==> src/design/tqps_pkg.sv <==
package tqps_pkg;

   // Field widths of the item channels and the limit register.
   localparam int ACTION_BITS = 2;
   localparam int ID_BITS     = 16;
   localparam int NOW_BITS    = 16;
   localparam int LIMIT_BITS  = 5;
   localparam int COUNT_BITS  = 32;

   // Defaults for the top-level parameters.
   localparam int QUEUE_DEPTH_DEF = 16;
   localparam int TIME_BITS_DEF   = 16;

   // Value of the queue limit after reset.
   localparam logic [LIMIT_BITS-1:0] LIMIT_RESET = 5'd16;

   // Request codes carried by an input item.
   typedef enum logic [ACTION_BITS-1:0] {
      ACTION_HIGH_REQ = 2'd0,
      ACTION_LOW_REQ  = 2'd1,
      ACTION_SERVE    = 2'd2
   } action_type;

   // What a result item reports.
   typedef enum logic [1:0] {
      ACTV_IDLE        = 2'd0,
      ACTV_SERVED_HIGH = 2'd1,
      ACTV_SERVED_LOW  = 2'd2,
      ACTV_REQUEST     = 2'd3
   } activity_type;

endpackage

==> src/design/tqps_req_if.sv <==
interface tqps_req_if;
   import tqps_pkg::*;

   logic                   valid;
   logic                   ready;
   logic [ACTION_BITS-1:0] action;
   logic [ID_BITS-1:0]     item_id;
   logic [NOW_BITS-1:0]    now;

   modport source (output valid, output action, output item_id, output now, input ready);
   modport sink   (input valid, input action, input item_id, input now, output ready);

endinterface

==> src/design/tqps_rsp_if.sv <==
interface tqps_rsp_if;
   import tqps_pkg::*;

   logic                  valid;
   logic                  ready;
   logic                  accepted;
   logic [1:0]            activity;
   logic [ID_BITS-1:0]    served_id;
   logic [NOW_BITS-1:0]   served_arrival;
   logic [NOW_BITS-1:0]   served_wait;
   logic [COUNT_BITS-1:0] high_served_count;
   logic [COUNT_BITS-1:0] low_served_count;
   logic [COUNT_BITS-1:0] high_wait_sum;
   logic [COUNT_BITS-1:0] low_wait_sum;
   logic [COUNT_BITS-1:0] idle_count;
   logic [COUNT_BITS-1:0] high_refused_count;
   logic [COUNT_BITS-1:0] low_refused_count;

   modport source (
      output valid, output accepted, output activity, output served_id,
      output served_arrival, output served_wait, output high_served_count,
      output low_served_count, output high_wait_sum, output low_wait_sum,
      output idle_count, output high_refused_count, output low_refused_count,
      input ready
   );
   modport sink (
      input valid, input accepted, input activity, input served_id,
      input served_arrival, input served_wait, input high_served_count,
      input low_served_count, input high_wait_sum, input low_wait_sum,
      input idle_count, input high_refused_count, input low_refused_count,
      output ready
   );

endinterface

==> src/design/two_queue_priority_server_unit.sv <==
// Channel   Direction  Handshake      Contents
// req_ch    in         valid/ready    action, item_id, now
// rsp_ch    out        valid/ready    served item data and seven statistic counters
// csr_*     in         write enable   occupancy limit shared by both queues (no read-back)
//
// A new item is accepted every cycle unless a
// finished result is waiting and rsp_ch.ready is low.
// The queue head is prefetched into a register each cycle, so a pop reads no RAM
// combinationally; the sustained rate is one item per cycle while results are taken.
// Reset is synchronous and clears occupancies, heads, counters and the limit (16).
// An item with the unused action code is taken and produces no result.
module two_queue_priority_server_unit #(
   parameter int QUEUE_DEPTH = tqps_pkg::QUEUE_DEPTH_DEF,
   parameter int TIME_BITS   = tqps_pkg::TIME_BITS_DEF
) (
   input  logic                            clock,
   input  logic                            reset,
   tqps_req_if.sink                        req_ch,
   tqps_rsp_if.source                      rsp_ch,
   input  logic                            csr_we,
   input  logic [tqps_pkg::LIMIT_BITS-1:0] csr_wdata
);
   import tqps_pkg::*;

   localparam int OccBits   = $clog2(QUEUE_DEPTH + 1);
   localparam int PtrBits   = (QUEUE_DEPTH > 1) ? $clog2(QUEUE_DEPTH) : 1;
   localparam int SumBits   = OccBits + 1;
   localparam int StoreBits = (TIME_BITS < NOW_BITS) ? TIME_BITS : NOW_BITS;
   localparam int CmpBits   = (OccBits > LIMIT_BITS) ? OccBits : LIMIT_BITS;
   localparam int EntryBits = ID_BITS + StoreBits;
   localparam int NumQueues = 2;
   localparam int QHigh     = 0;
   localparam int QLow      = 1;

   function automatic logic [COUNT_BITS-1:0] sat_add(
      input logic [COUNT_BITS-1:0] base,
      input logic [COUNT_BITS-1:0] amount
   );
      logic [COUNT_BITS:0] total;
      total = {1'b0, base} + {1'b0, amount};
      return total[COUNT_BITS] ? '1 : total[COUNT_BITS-1:0];
   endfunction

   // Configuration and queue control state.
   logic [LIMIT_BITS-1:0] limit_ff;
   logic [OccBits-1:0]    occ_ff  [NumQueues];
   logic [OccBits-1:0]    occ_in  [NumQueues];
   logic [PtrBits-1:0]    head_ff [NumQueues];
   logic [PtrBits-1:0]    head_in [NumQueues];
   logic [EntryBits-1:0]  hd_ff   [NumQueues];
   logic                  push_ok [NumQueues];
   logic                  pop     [NumQueues];
   logic                  is_push [NumQueues];

   // Statistic counters.
   logic [COUNT_BITS-1:0] hi_served_ff, lo_served_ff, hi_wait_ff, lo_wait_ff;
   logic [COUNT_BITS-1:0] idle_ff, hi_refused_ff, lo_refused_ff;
   logic [COUNT_BITS-1:0] hi_served_in, lo_served_in, hi_wait_in, lo_wait_in;
   logic [COUNT_BITS-1:0] idle_in, hi_refused_in, lo_refused_in;

   // Result register.
   logic                  rsp_valid_ff;
   logic                  accepted_ff, accepted_in;
   activity_type          activity_ff, activity_in;
   logic [ID_BITS-1:0]    sid_ff, sid_in;
   logic [NOW_BITS-1:0]   sarr_ff, sarr_in;
   logic [NOW_BITS-1:0]   swait_ff, swait_in;

   logic                  accept;
   logic                  tick;
   logic                  load_rsp;
   logic [TIME_BITS-1:0]  now_t;
   logic [TIME_BITS-1:0]  arr_t;
   logic [TIME_BITS-1:0]  wait_t;
   logic [EntryBits-1:0]  sel_entry;
   logic [EntryBits-1:0]  new_entry;

   // Input side handshake: the result register frees up when it is taken.
   assign req_ch.ready = !rsp_valid_ff || rsp_ch.ready;
   assign accept       = req_ch.valid && req_ch.ready;
   assign now_t        = TIME_BITS'(req_ch.now[StoreBits-1:0]);
   assign new_entry    = {req_ch.item_id, req_ch.now[StoreBits-1:0]};

   // Decode the action of an accepted item.
   always_comb begin
      is_push[QHigh] = 1'b0;
      is_push[QLow]  = 1'b0;
      tick           = 1'b0;
      load_rsp       = 1'b0;
      if (accept) begin
         unique case (req_ch.action)
            ACTION_HIGH_REQ: begin
               is_push[QHigh] = 1'b1;
               load_rsp       = 1'b1;
            end
            ACTION_LOW_REQ: begin
               is_push[QLow] = 1'b1;
               load_rsp      = 1'b1;
            end
            ACTION_SERVE: begin
               tick     = 1'b1;
               load_rsp = 1'b1;
            end
            default: ;
         endcase
      end
   end

   // Strict priority: the high queue wins whenever it holds an item.
   assign pop[QHigh] = tick && (occ_ff[QHigh] != '0);
   assign pop[QLow]  = tick && (occ_ff[QHigh] == '0) && (occ_ff[QLow] != '0);

   // One FIFO per priority: a memory plus a prefetched head entry.
   for (genvar q = 0; q < NumQueues; q++) begin : g_queue
      logic [EntryBits-1:0] mem [QUEUE_DEPTH];
      logic [SumBits-1:0]   tail_sum;
      logic [PtrBits-1:0]   tail_slot;
      logic                 full;

      assign full = (CmpBits'(occ_ff[q]) >= CmpBits'(limit_ff)) ||
                    (occ_ff[q] >= OccBits'(QUEUE_DEPTH));
      assign push_ok[q] = is_push[q] && !full;

      // Tail slot is head plus occupancy, wrapped once.
      always_comb begin
         tail_sum = SumBits'(head_ff[q]) + SumBits'(occ_ff[q]);
         if (tail_sum >= SumBits'(QUEUE_DEPTH)) begin
            tail_sum = tail_sum - SumBits'(QUEUE_DEPTH);
         end
         tail_slot = tail_sum[PtrBits-1:0];
      end

      // Next head and occupancy.
      always_comb begin
         head_in[q] = head_ff[q];
         if (pop[q]) begin
            head_in[q] = (head_ff[q] == PtrBits'(QUEUE_DEPTH - 1)) ? '0 : head_ff[q] + 1'b1;
         end
         occ_in[q] = occ_ff[q];
         if (push_ok[q]) begin
            occ_in[q] = occ_ff[q] + 1'b1;
         end else if (pop[q]) begin
            occ_in[q] = occ_ff[q] - 1'b1;
         end
      end

      // Entry store; a push into an empty queue lands on the head directly.
      always_ff @(posedge clock) begin
         if (push_ok[q]) begin
            mem[tail_slot] <= new_entry;
         end
         if (push_ok[q] && occ_ff[q] == '0) begin
            hd_ff[q] <= new_entry;
         end else begin
            hd_ff[q] <= mem[head_in[q]];
         end
      end
   end

   // Served entry, wait and result fields.
   always_comb begin
      sel_entry   = pop[QHigh] ? hd_ff[QHigh] : hd_ff[QLow];
      arr_t       = TIME_BITS'(sel_entry[StoreBits-1:0]);
      wait_t      = now_t - arr_t;
      accepted_in = push_ok[QHigh] || push_ok[QLow];
      sid_in      = '0;
      sarr_in     = '0;
      swait_in    = '0;
      activity_in = ACTV_IDLE;
      if (is_push[QHigh] || is_push[QLow]) begin
         activity_in = ACTV_REQUEST;
      end else if (pop[QHigh] || pop[QLow]) begin
         activity_in = pop[QHigh] ? ACTV_SERVED_HIGH : ACTV_SERVED_LOW;
         sid_in      = sel_entry[EntryBits-1:StoreBits];
         sarr_in     = NOW_BITS'(arr_t);
         swait_in    = NOW_BITS'(wait_t);
      end
   end

   // Saturating statistic updates.
   always_comb begin
      hi_served_in  = pop[QHigh] ? sat_add(hi_served_ff, COUNT_BITS'(1)) : hi_served_ff;
      hi_wait_in    = pop[QHigh] ? sat_add(hi_wait_ff, COUNT_BITS'(wait_t)) : hi_wait_ff;
      lo_served_in  = pop[QLow] ? sat_add(lo_served_ff, COUNT_BITS'(1)) : lo_served_ff;
      lo_wait_in    = pop[QLow] ? sat_add(lo_wait_ff, COUNT_BITS'(wait_t)) : lo_wait_ff;
      idle_in       = (tick && !pop[QHigh] && !pop[QLow]) ?
                      sat_add(idle_ff, COUNT_BITS'(1)) : idle_ff;
      hi_refused_in = (is_push[QHigh] && !push_ok[QHigh]) ?
                      sat_add(hi_refused_ff, COUNT_BITS'(1)) : hi_refused_ff;
      lo_refused_in = (is_push[QLow] && !push_ok[QLow]) ?
                      sat_add(lo_refused_ff, COUNT_BITS'(1)) : lo_refused_ff;
   end

   // Control state, counters and the result valid flag.
   always_ff @(posedge clock) begin
      if (reset) begin
         limit_ff      <= LIMIT_RESET;
         occ_ff[QHigh] <= '0;
         occ_ff[QLow]  <= '0;
         head_ff[QHigh] <= '0;
         head_ff[QLow]  <= '0;
         hi_served_ff  <= '0;
         lo_served_ff  <= '0;
         hi_wait_ff    <= '0;
         lo_wait_ff    <= '0;
         idle_ff       <= '0;
         hi_refused_ff <= '0;
         lo_refused_ff <= '0;
         rsp_valid_ff  <= 1'b0;
      end else begin
         if (csr_we) begin
            limit_ff <= csr_wdata;
         end
         occ_ff[QHigh]  <= occ_in[QHigh];
         occ_ff[QLow]   <= occ_in[QLow];
         head_ff[QHigh] <= head_in[QHigh];
         head_ff[QLow]  <= head_in[QLow];
         hi_served_ff   <= hi_served_in;
         lo_served_ff   <= lo_served_in;
         hi_wait_ff     <= hi_wait_in;
         lo_wait_ff     <= lo_wait_in;
         idle_ff        <= idle_in;
         hi_refused_ff  <= hi_refused_in;
         lo_refused_ff  <= lo_refused_in;
         if (load_rsp) begin
            rsp_valid_ff <= 1'b1;
         end else if (rsp_ch.ready) begin
            rsp_valid_ff <= 1'b0;
         end
      end
   end

   // Result payload.
   always_ff @(posedge clock) begin
      if (load_rsp) begin
         accepted_ff <= accepted_in;
         activity_ff <= activity_in;
         sid_ff      <= sid_in;
         sarr_ff     <= sarr_in;
         swait_ff    <= swait_in;
      end
   end

   // Counters only move when an item is accepted, so while a result waits
   // they still hold the values after that item.
   assign rsp_ch.valid              = rsp_valid_ff;
   assign rsp_ch.accepted           = accepted_ff;
   assign rsp_ch.activity           = activity_ff;
   assign rsp_ch.served_id          = sid_ff;
   assign rsp_ch.served_arrival     = sarr_ff;
   assign rsp_ch.served_wait        = swait_ff;
   assign rsp_ch.high_served_count  = hi_served_ff;
   assign rsp_ch.low_served_count   = lo_served_ff;
   assign rsp_ch.high_wait_sum      = hi_wait_ff;
   assign rsp_ch.low_wait_sum       = lo_wait_ff;
   assign rsp_ch.idle_count         = idle_ff;
   assign rsp_ch.high_refused_count = hi_refused_ff;
   assign rsp_ch.low_refused_count  = lo_refused_ff;

   // A queue never holds more than its depth.
   a_occ_bound: assert property (@(posedge clock) disable iff (reset)
      occ_ff[QHigh] <= OccBits'(QUEUE_DEPTH) && occ_ff[QLow] <= OccBits'(QUEUE_DEPTH))
      else $error("queue occupancy above depth");

   // Only a request result can report an accepted item.
   a_accept_is_req: assert property (@(posedge clock) disable iff (reset)
      rsp_valid_ff && accepted_ff |-> activity_ff == ACTV_REQUEST)
      else $error("accepted flag on a serve result");

   // A high pop takes exactly one item off the high queue.
   a_high_pop: assert property (@(posedge clock) disable iff (reset)
      pop[QHigh] |=> occ_ff[QHigh] == $past(occ_ff[QHigh]) - 1'b1)
      else $error("high queue occupancy not decremented on pop");

   // The idle counter moves only when both queues were empty.
   a_idle_empty: assert property (@(posedge clock) disable iff (reset)
      !$past(reset) && idle_ff != $past(idle_ff) |->
         $past(occ_ff[QHigh]) == '0 && $past(occ_ff[QLow]) == '0)
      else $error("idle slot counted with a queue non-empty");

   // A low pop never happens while the high queue holds items.
   a_priority: assert property (@(posedge clock) disable iff (reset)
      pop[QLow] |-> occ_ff[QHigh] == '0)
      else $error("low queue served ahead of high queue");

endmodule

==> src/flat_wrapper.sv <==
// flat-port wrapper written by rule: the top's interface ports become plain ports
module two_queue_priority_server_unit_flat import tqps_pkg::*;
#(
   parameter int QUEUE_DEPTH = tqps_pkg::QUEUE_DEPTH_DEF,
   parameter int TIME_BITS   = tqps_pkg::TIME_BITS_DEF
)
  (clock, reset, csr_we, csr_wdata, req_ch_valid, req_ch_action, req_ch_item_id, req_ch_now, req_ch_ready, rsp_ch_valid, rsp_ch_accepted, rsp_ch_activity, rsp_ch_served_id, rsp_ch_served_arrival, rsp_ch_served_wait, rsp_ch_high_served_count, rsp_ch_low_served_count, rsp_ch_high_wait_sum, rsp_ch_low_wait_sum, rsp_ch_idle_count, rsp_ch_high_refused_count, rsp_ch_low_refused_count, rsp_ch_ready);
  tqps_req_if req_ch_i ();
  tqps_rsp_if rsp_ch_i ();
  input  logic clock;
  input  logic reset;
  input  logic csr_we;
  input  logic [tqps_pkg::LIMIT_BITS-1:0] csr_wdata;
  input wire logic [$bits(req_ch_i.valid)-1:0] req_ch_valid;
  input wire logic [$bits(req_ch_i.action)-1:0] req_ch_action;
  input wire logic [$bits(req_ch_i.item_id)-1:0] req_ch_item_id;
  input wire logic [$bits(req_ch_i.now)-1:0] req_ch_now;
  output wire logic [$bits(req_ch_i.ready)-1:0] req_ch_ready;
  output wire logic [$bits(rsp_ch_i.valid)-1:0] rsp_ch_valid;
  output wire logic [$bits(rsp_ch_i.accepted)-1:0] rsp_ch_accepted;
  output wire logic [$bits(rsp_ch_i.activity)-1:0] rsp_ch_activity;
  output wire logic [$bits(rsp_ch_i.served_id)-1:0] rsp_ch_served_id;
  output wire logic [$bits(rsp_ch_i.served_arrival)-1:0] rsp_ch_served_arrival;
  output wire logic [$bits(rsp_ch_i.served_wait)-1:0] rsp_ch_served_wait;
  output wire logic [$bits(rsp_ch_i.high_served_count)-1:0] rsp_ch_high_served_count;
  output wire logic [$bits(rsp_ch_i.low_served_count)-1:0] rsp_ch_low_served_count;
  output wire logic [$bits(rsp_ch_i.high_wait_sum)-1:0] rsp_ch_high_wait_sum;
  output wire logic [$bits(rsp_ch_i.low_wait_sum)-1:0] rsp_ch_low_wait_sum;
  output wire logic [$bits(rsp_ch_i.idle_count)-1:0] rsp_ch_idle_count;
  output wire logic [$bits(rsp_ch_i.high_refused_count)-1:0] rsp_ch_high_refused_count;
  output wire logic [$bits(rsp_ch_i.low_refused_count)-1:0] rsp_ch_low_refused_count;
  input wire logic [$bits(rsp_ch_i.ready)-1:0] rsp_ch_ready;
  assign req_ch_i.valid = req_ch_valid;
  assign req_ch_i.action = req_ch_action;
  assign req_ch_i.item_id = req_ch_item_id;
  assign req_ch_i.now = req_ch_now;
  assign req_ch_ready = req_ch_i.ready;
  assign rsp_ch_valid = rsp_ch_i.valid;
  assign rsp_ch_accepted = rsp_ch_i.accepted;
  assign rsp_ch_activity = rsp_ch_i.activity;
  assign rsp_ch_served_id = rsp_ch_i.served_id;
  assign rsp_ch_served_arrival = rsp_ch_i.served_arrival;
  assign rsp_ch_served_wait = rsp_ch_i.served_wait;
  assign rsp_ch_high_served_count = rsp_ch_i.high_served_count;
  assign rsp_ch_low_served_count = rsp_ch_i.low_served_count;
  assign rsp_ch_high_wait_sum = rsp_ch_i.high_wait_sum;
  assign rsp_ch_low_wait_sum = rsp_ch_i.low_wait_sum;
  assign rsp_ch_idle_count = rsp_ch_i.idle_count;
  assign rsp_ch_high_refused_count = rsp_ch_i.high_refused_count;
  assign rsp_ch_low_refused_count = rsp_ch_i.low_refused_count;
  assign rsp_ch_i.ready = rsp_ch_ready;
  two_queue_priority_server_unit #(.QUEUE_DEPTH(QUEUE_DEPTH), .TIME_BITS(TIME_BITS)) u_core (.clock(clock), .reset(reset), .req_ch(req_ch_i), .rsp_ch(rsp_ch_i), .csr_we(csr_we), .csr_wdata(csr_wdata));
endmodule
==> config.mk <==
export PLATFORM = sky130hd
export DESIGN_NAME = two_queue_priority_server_unit_flat
export DESIGN_NICKNAME = d
export VERILOG_FILES = /design/src/design/tqps_pkg.sv /design/src/design/tqps_req_if.sv /design/src/design/tqps_rsp_if.sv /design/src/design/two_queue_priority_server_unit.sv /design/src/flat_wrapper.sv
export SDC_FILE = /design/constraint.sdc
export NUM_CORES = 2
export LEC_CHECK = 0
export ABC_AREA = 1
export BUFFER_PORTS_ARGS = -buffer_cell sky130_fd_sc_hd__buf_2
export CAP_MARGIN = 10
export CORE_ASPECT_RATIO = 0.8
export CORE_MARGIN = 8
export CORE_UTILIZATION = 25
export DETAILED_ROUTE_END_ITERATION = 7
export PLACE_DENSITY = 0.5
export SLEW_MARGIN = 40
export SYNTH_ARGS = -nofsm -noshare
export SYNTH_HDL_FRONTEND = slang
export SYNTH_SLANG_ARGS = --single-unit
export TNS_END_PERCENT = 10
==> constraint.sdc <==
create_clock -name clock -period 5.8 [get_ports clock]
set_clock_uncertainty 0.2 [all_clocks]
set_input_delay 0.58 -clock clock [delete_from_list [all_inputs] [get_ports clock]]
set_output_delay 0.58 -clock clock [all_outputs]
set_load 0.01 [all_outputs]
==> impl_metrics.ini <==
[worst_setup_path]
path_delay_family = simple AND/OR/NAND/NOR gates
critPathMaxStageDelay_ns = 0.44
cp.required_ns = 6.33
r2r_start = u_core.occ_ff[0][1]
critPathKind = flip-flop to flip-flop
end_kind = flip-flop
rrSetupSlack_ns = 0.61
critPathBufInv = 3
cp.arrival_ns = 5.72
crit_top_cell = nand2_1
startpoint_type = flip-flop
reg2reg_to = u_core.rsp_ch.high_wait_sum[28]
reg2reg_depth = 24
crit_fanout = 32
cpMaxStageDelayCell = nor2_1
worstPathCellList = nor2_2 > nand3_4 > nand2_4 > mux2i_1 > ha_1 > inv_1 > o21bai_1 > a21oi_1 > nor2_1 > nor2_1 > nand3_1 > nand2_1 > inv_1 > ha_1 > nand2_1 > nor2_1 > nand2_1 > o21ai_2 > nand2_1 > nor2_1 > a21oi_1 > o21ai_0 > nand2_1 > inv_1

[timing]
clock.fmax_mhz = 192.8
hold_viol_final = 0
relSlewSlack = 0.4036
drv_slew = 0
setup_viol_count_final = 0
period_needed_ns = 5.187
finalSetupTns_ns = 0
grt_setup_unrepaired = false
finalCritPeriodShare = 0.8944
worst_pin_slew_ns = 0.8945

[min_path]
min_delay_path_depth = 2
min_to = u_core.rsp_ch.activity[1]
holdCritPathClass = input pin to flip-flop
hp-start = req_ch_action[1]

[yosys]
yosysSeqAreaShare = 0.6139
synth_seq_cells = 1387
ys_types = 64
avgSynthCellArea_sq_um = 9.844
synth_edf_count = 1075
synth_top_area_cell = edfxtp_1
syn_area_sq_um = 62760
syn_nets = 6496
postSynthCellCount = 6376
synth_top_area_frac = 0.5143
ys_top_cells_by_area = edfxtp_1, dfxtp_1, nand2_1
synth-async-reset-ratio = 0
ys_warn_count = 0
ys.flop_type = edfxtp_1

[floorplanning]
io_pins = 321
die_w_um = 576.2
rows = 164
die_h_um = 464.2
dieArea_sq_um = 267400
core-area_sq_um = 249700
initial_utilization = 0.2513

[drt]
post_drt_wl_per_cell_um = 20.76
drt_first_pass_iters = 5
vias = 47160
drt_iter0_drc = 4704
vias_per_cell = 4.652
ant_nets = 0
drt_wl_total_mm = 210.5
drc = 0

[final_layout]
post-route-util = 0.2963
fillers = 25890
drive_gt1_frac = 0.1281
multi_input_area_sq_um = 20700
areaGrowthSynthToFinish_pct = 17.91
stdcell_area_sq_um = 74000
seqCellArea_sq_um = 38530
fin_cells = 10140
final_nets = 6821

[power]
power_switching_uw = 6449
power_leakage_uw = 0.02875
switching_share = 0.2692
p_seq_frac = 0.462
combPwrFrac = 0.131
p_per_area_nw_per_um2 = 323.7
power.internal_uw = 17500
irDropWorstVdd_mv = 0.2086
clkPwrFrac = 0.407

[status]
status = completed

[grt]
antenna_found_initial = 22
grt_start_max_net_pins = 152
grt_pass1_wl_mm = 307.1
overflow = 0
grt_usage = 0.1508
grt_pass1_vias = 44080

[clock_network]
root_buffer = clkbuf_16
h-tree-depth = 4
clock_latency_ns = 0.84
cts_tree = done
cts_sinks = 1387
cts_made_buffers = 158
clkTransAtPathRegs_ns = 0.06
ctsLongestPathBuffers = 4

[placement]
placed_area_sq_um = 68820
gp_congestion = 0.8943
port_buffers = 320
dpl.hpwl_mm = 135.8
dp_cells = 9843

[job]
max-cap-violations = 0
-- layout make-up --
cell class | instances | area share
Timing Repair Buffer | 465 | 0.04293
Sequential cell | 1387 | 0.5206
Multi-Input combinational cell | 4019 | 0.2797
Tap cell | 3320 | 0.05613
Clock buffer | 211 | 0.05818
Inverter | 670 | 0.03424
Antenna cell | 2 | 0.00006763
Clock inverter | 63 | 0.008200
-- cells in the final DEF, fill, tap and decap left out, types with 56 or more instances in the layout --
master / netlist / routed
xnor2_1: 57 / 57
nor3_1: 103 / 103
o21ai_0: 414 / 414
or2_2: 90 / 90
o211ai_1: 223 / 223
buf_2: 134 / 319
edfxtp_1: 1075 / 1075
inv_1: 656 / 652
a21oi_1: 248 / 247
nand2_1: 1558 / 1558
xor2_1: 118 / 116
nor2_1: 333 / 297
clkbuf_16: 0 / 160
buf_4: 8 / 101
nand4_1: 56 / 56
nand3_1: 518 / 518
dfxtp_1: 312 / 312
ha_1: 70 / 70
-- cell families after synthesis --
logic type	after synthesis	share of synthesized area
AO/OA/AOI/OAI	1001	0.09172
buffers and inverters	970	0.06224
XOR/XNOR	177	0.02494
AND/OR/NAND/NOR	2757	0.1901
multiplexers	8	0.001276
flip-flops	1387	0.6139
adder cells (fa/ha/maj)	76	0.01587
-- worst max-delay path by stage --
stage                                    from                              end  slack (ns)  cells after the start
final                     u_core.occ_ff[0][1]  u_core.rsp_ch.high_wait_sum[28]        0.61                     24
after global routing      u_core.occ_ff[0][1]  u_core.rsp_ch.high_wait_sum[27]        0.30                     24
after global placement       req_ch_action[0]  u_core.rsp_ch.high_wait_sum[31]        0.59                     26
after floorplan                  rsp_ch_ready  u_core.rsp_ch.high_wait_sum[15]        1.38                     27
after CTS                 u_core.occ_ff[0][1]   u_core.rsp_ch.high_wait_sum[5]        0.72                     22
after detailed placement     req_ch_action[0]   u_core.rsp_ch.high_wait_sum[5]        0.46                     24
-- synth_stat cells, types with 7 or more instances --
library cell,n
nor3_1,103
clkbuf_1,115
nor2_1,333
buf_6,7
a21oi_2,7
nand4_1,56
a21oi_1,248
inv_1,656
o21ai_1,42
or2_2,90
nand2_1,1558
clkbuf_2,11
buf_4,8
buf_2,134
edfxtp_1,1075
buf_1,25
mux2i_1,8
or2_1,8
xnor2_1,57
nand2_2,10
o211ai_1,223
a31oi_1,26
inv_2,12
nor2_2,10
dfxtp_1,312
xor2_1,118
ha_1,70
nand3_1,518
nor2_4,8
o21ai_0,414
nor4_1,27
-- worst register-to-register path, stage by stage, from the launching register on --
cell and delay, ns:
dfxtp_1 0.41, nor2_2 0.19, nand3_4 0.10, nand2_4 0.35, mux2i_1 0.40, ha_1 0.36, inv_1 0.13, o21bai_1 0.10
a21oi_1 0.22, nor2_1 0.06, nor2_1 0.13, nand3_1 0.09, nand2_1 0.22, inv_1 0.13, ha_1 0.36, nand2_1 0.08
nor2_1 0.14, nand2_1 0.08, o21ai_2 0.41, nand2_1 0.21, nor2_1 0.44, a21oi_1 0.07, o21ai_0 0.09, nand2_1 0.07
inv_1 0.07
-- registers in the layout, indices dropped and copies added, names as in the netlist, 2 cells and up --
signal and count:
u_core.rsp_ch.high_wait_sum 32, u_core.limit_ff 5, u_core.rsp_ch.activity 2, u_core.g_queue.mem 1024, u_core.rsp_ch.served_wait 16, u_core.rsp_ch.idle_count 32, u_core.hd_ff 64, u_core.rsp_ch.high_refused_count 32
u_core.rsp_ch.low_wait_sum 32, u_core.rsp_ch.served_arrival 16, u_core.rsp_ch.high_served_count 32, u_core.head_ff 8, u_core.rsp_ch.low_refused_count 32, u_core.rsp_ch.low_served_count 32, u_core.rsp_ch.served_id 16, u_core.occ_ff 10
-- power by group through the flow --
stage / Clock [uW] / Combinational, uW / Sequential, uW
4_1_cts: 10000 / 3130 / 11100
3_3_place_gp: 0 / 3090 / 11300
2_1_floorplan: 0 / 1980 / 11200
3_5_place_dp: 0 / 3110 / 11300
6_report: 9760 / 3130 / 11100
5_1_grt: 10400 / 3480 / 11100
-- repair_timing --
action                    4_1_cts  5_1_grt
resized for setup               0        0
hold buffers                   12        0
hold endpoints to repair       21        0
buffers inserted                0        0
-- metal layers --
| layer | vias up | track usage | share of wire |
|---|---|---|---|
| met5 | - | 0 | 0.00013 |
| met4 | 4 | 0.03943 | 0.027 |
| met3 | 275 | 0.03641 | 0.078 |
| met2 | 1521 | 0.2184 | 0.41 |
| met1 | 22960 | 0.2229 | 0.48 |
| li1 | 22400 | - | - |
-- metrics by stage --
stage / total power, uW / hold slack [ns] / setup WS, ns
after floorplan: 13210 / 0.2600 / 1.379
after global placement: 14370 / 0.2717 / 0.5918
after detailed placement: 14380 / 0.2807 / 0.4572
after CTS: 24220 / 0.03466 / 0.7155
after global routing: 24970 / 0.08298 / 0.2963
final: 23950 / 0.09632 / 0.6127
(Power assumes the default switching activity.)
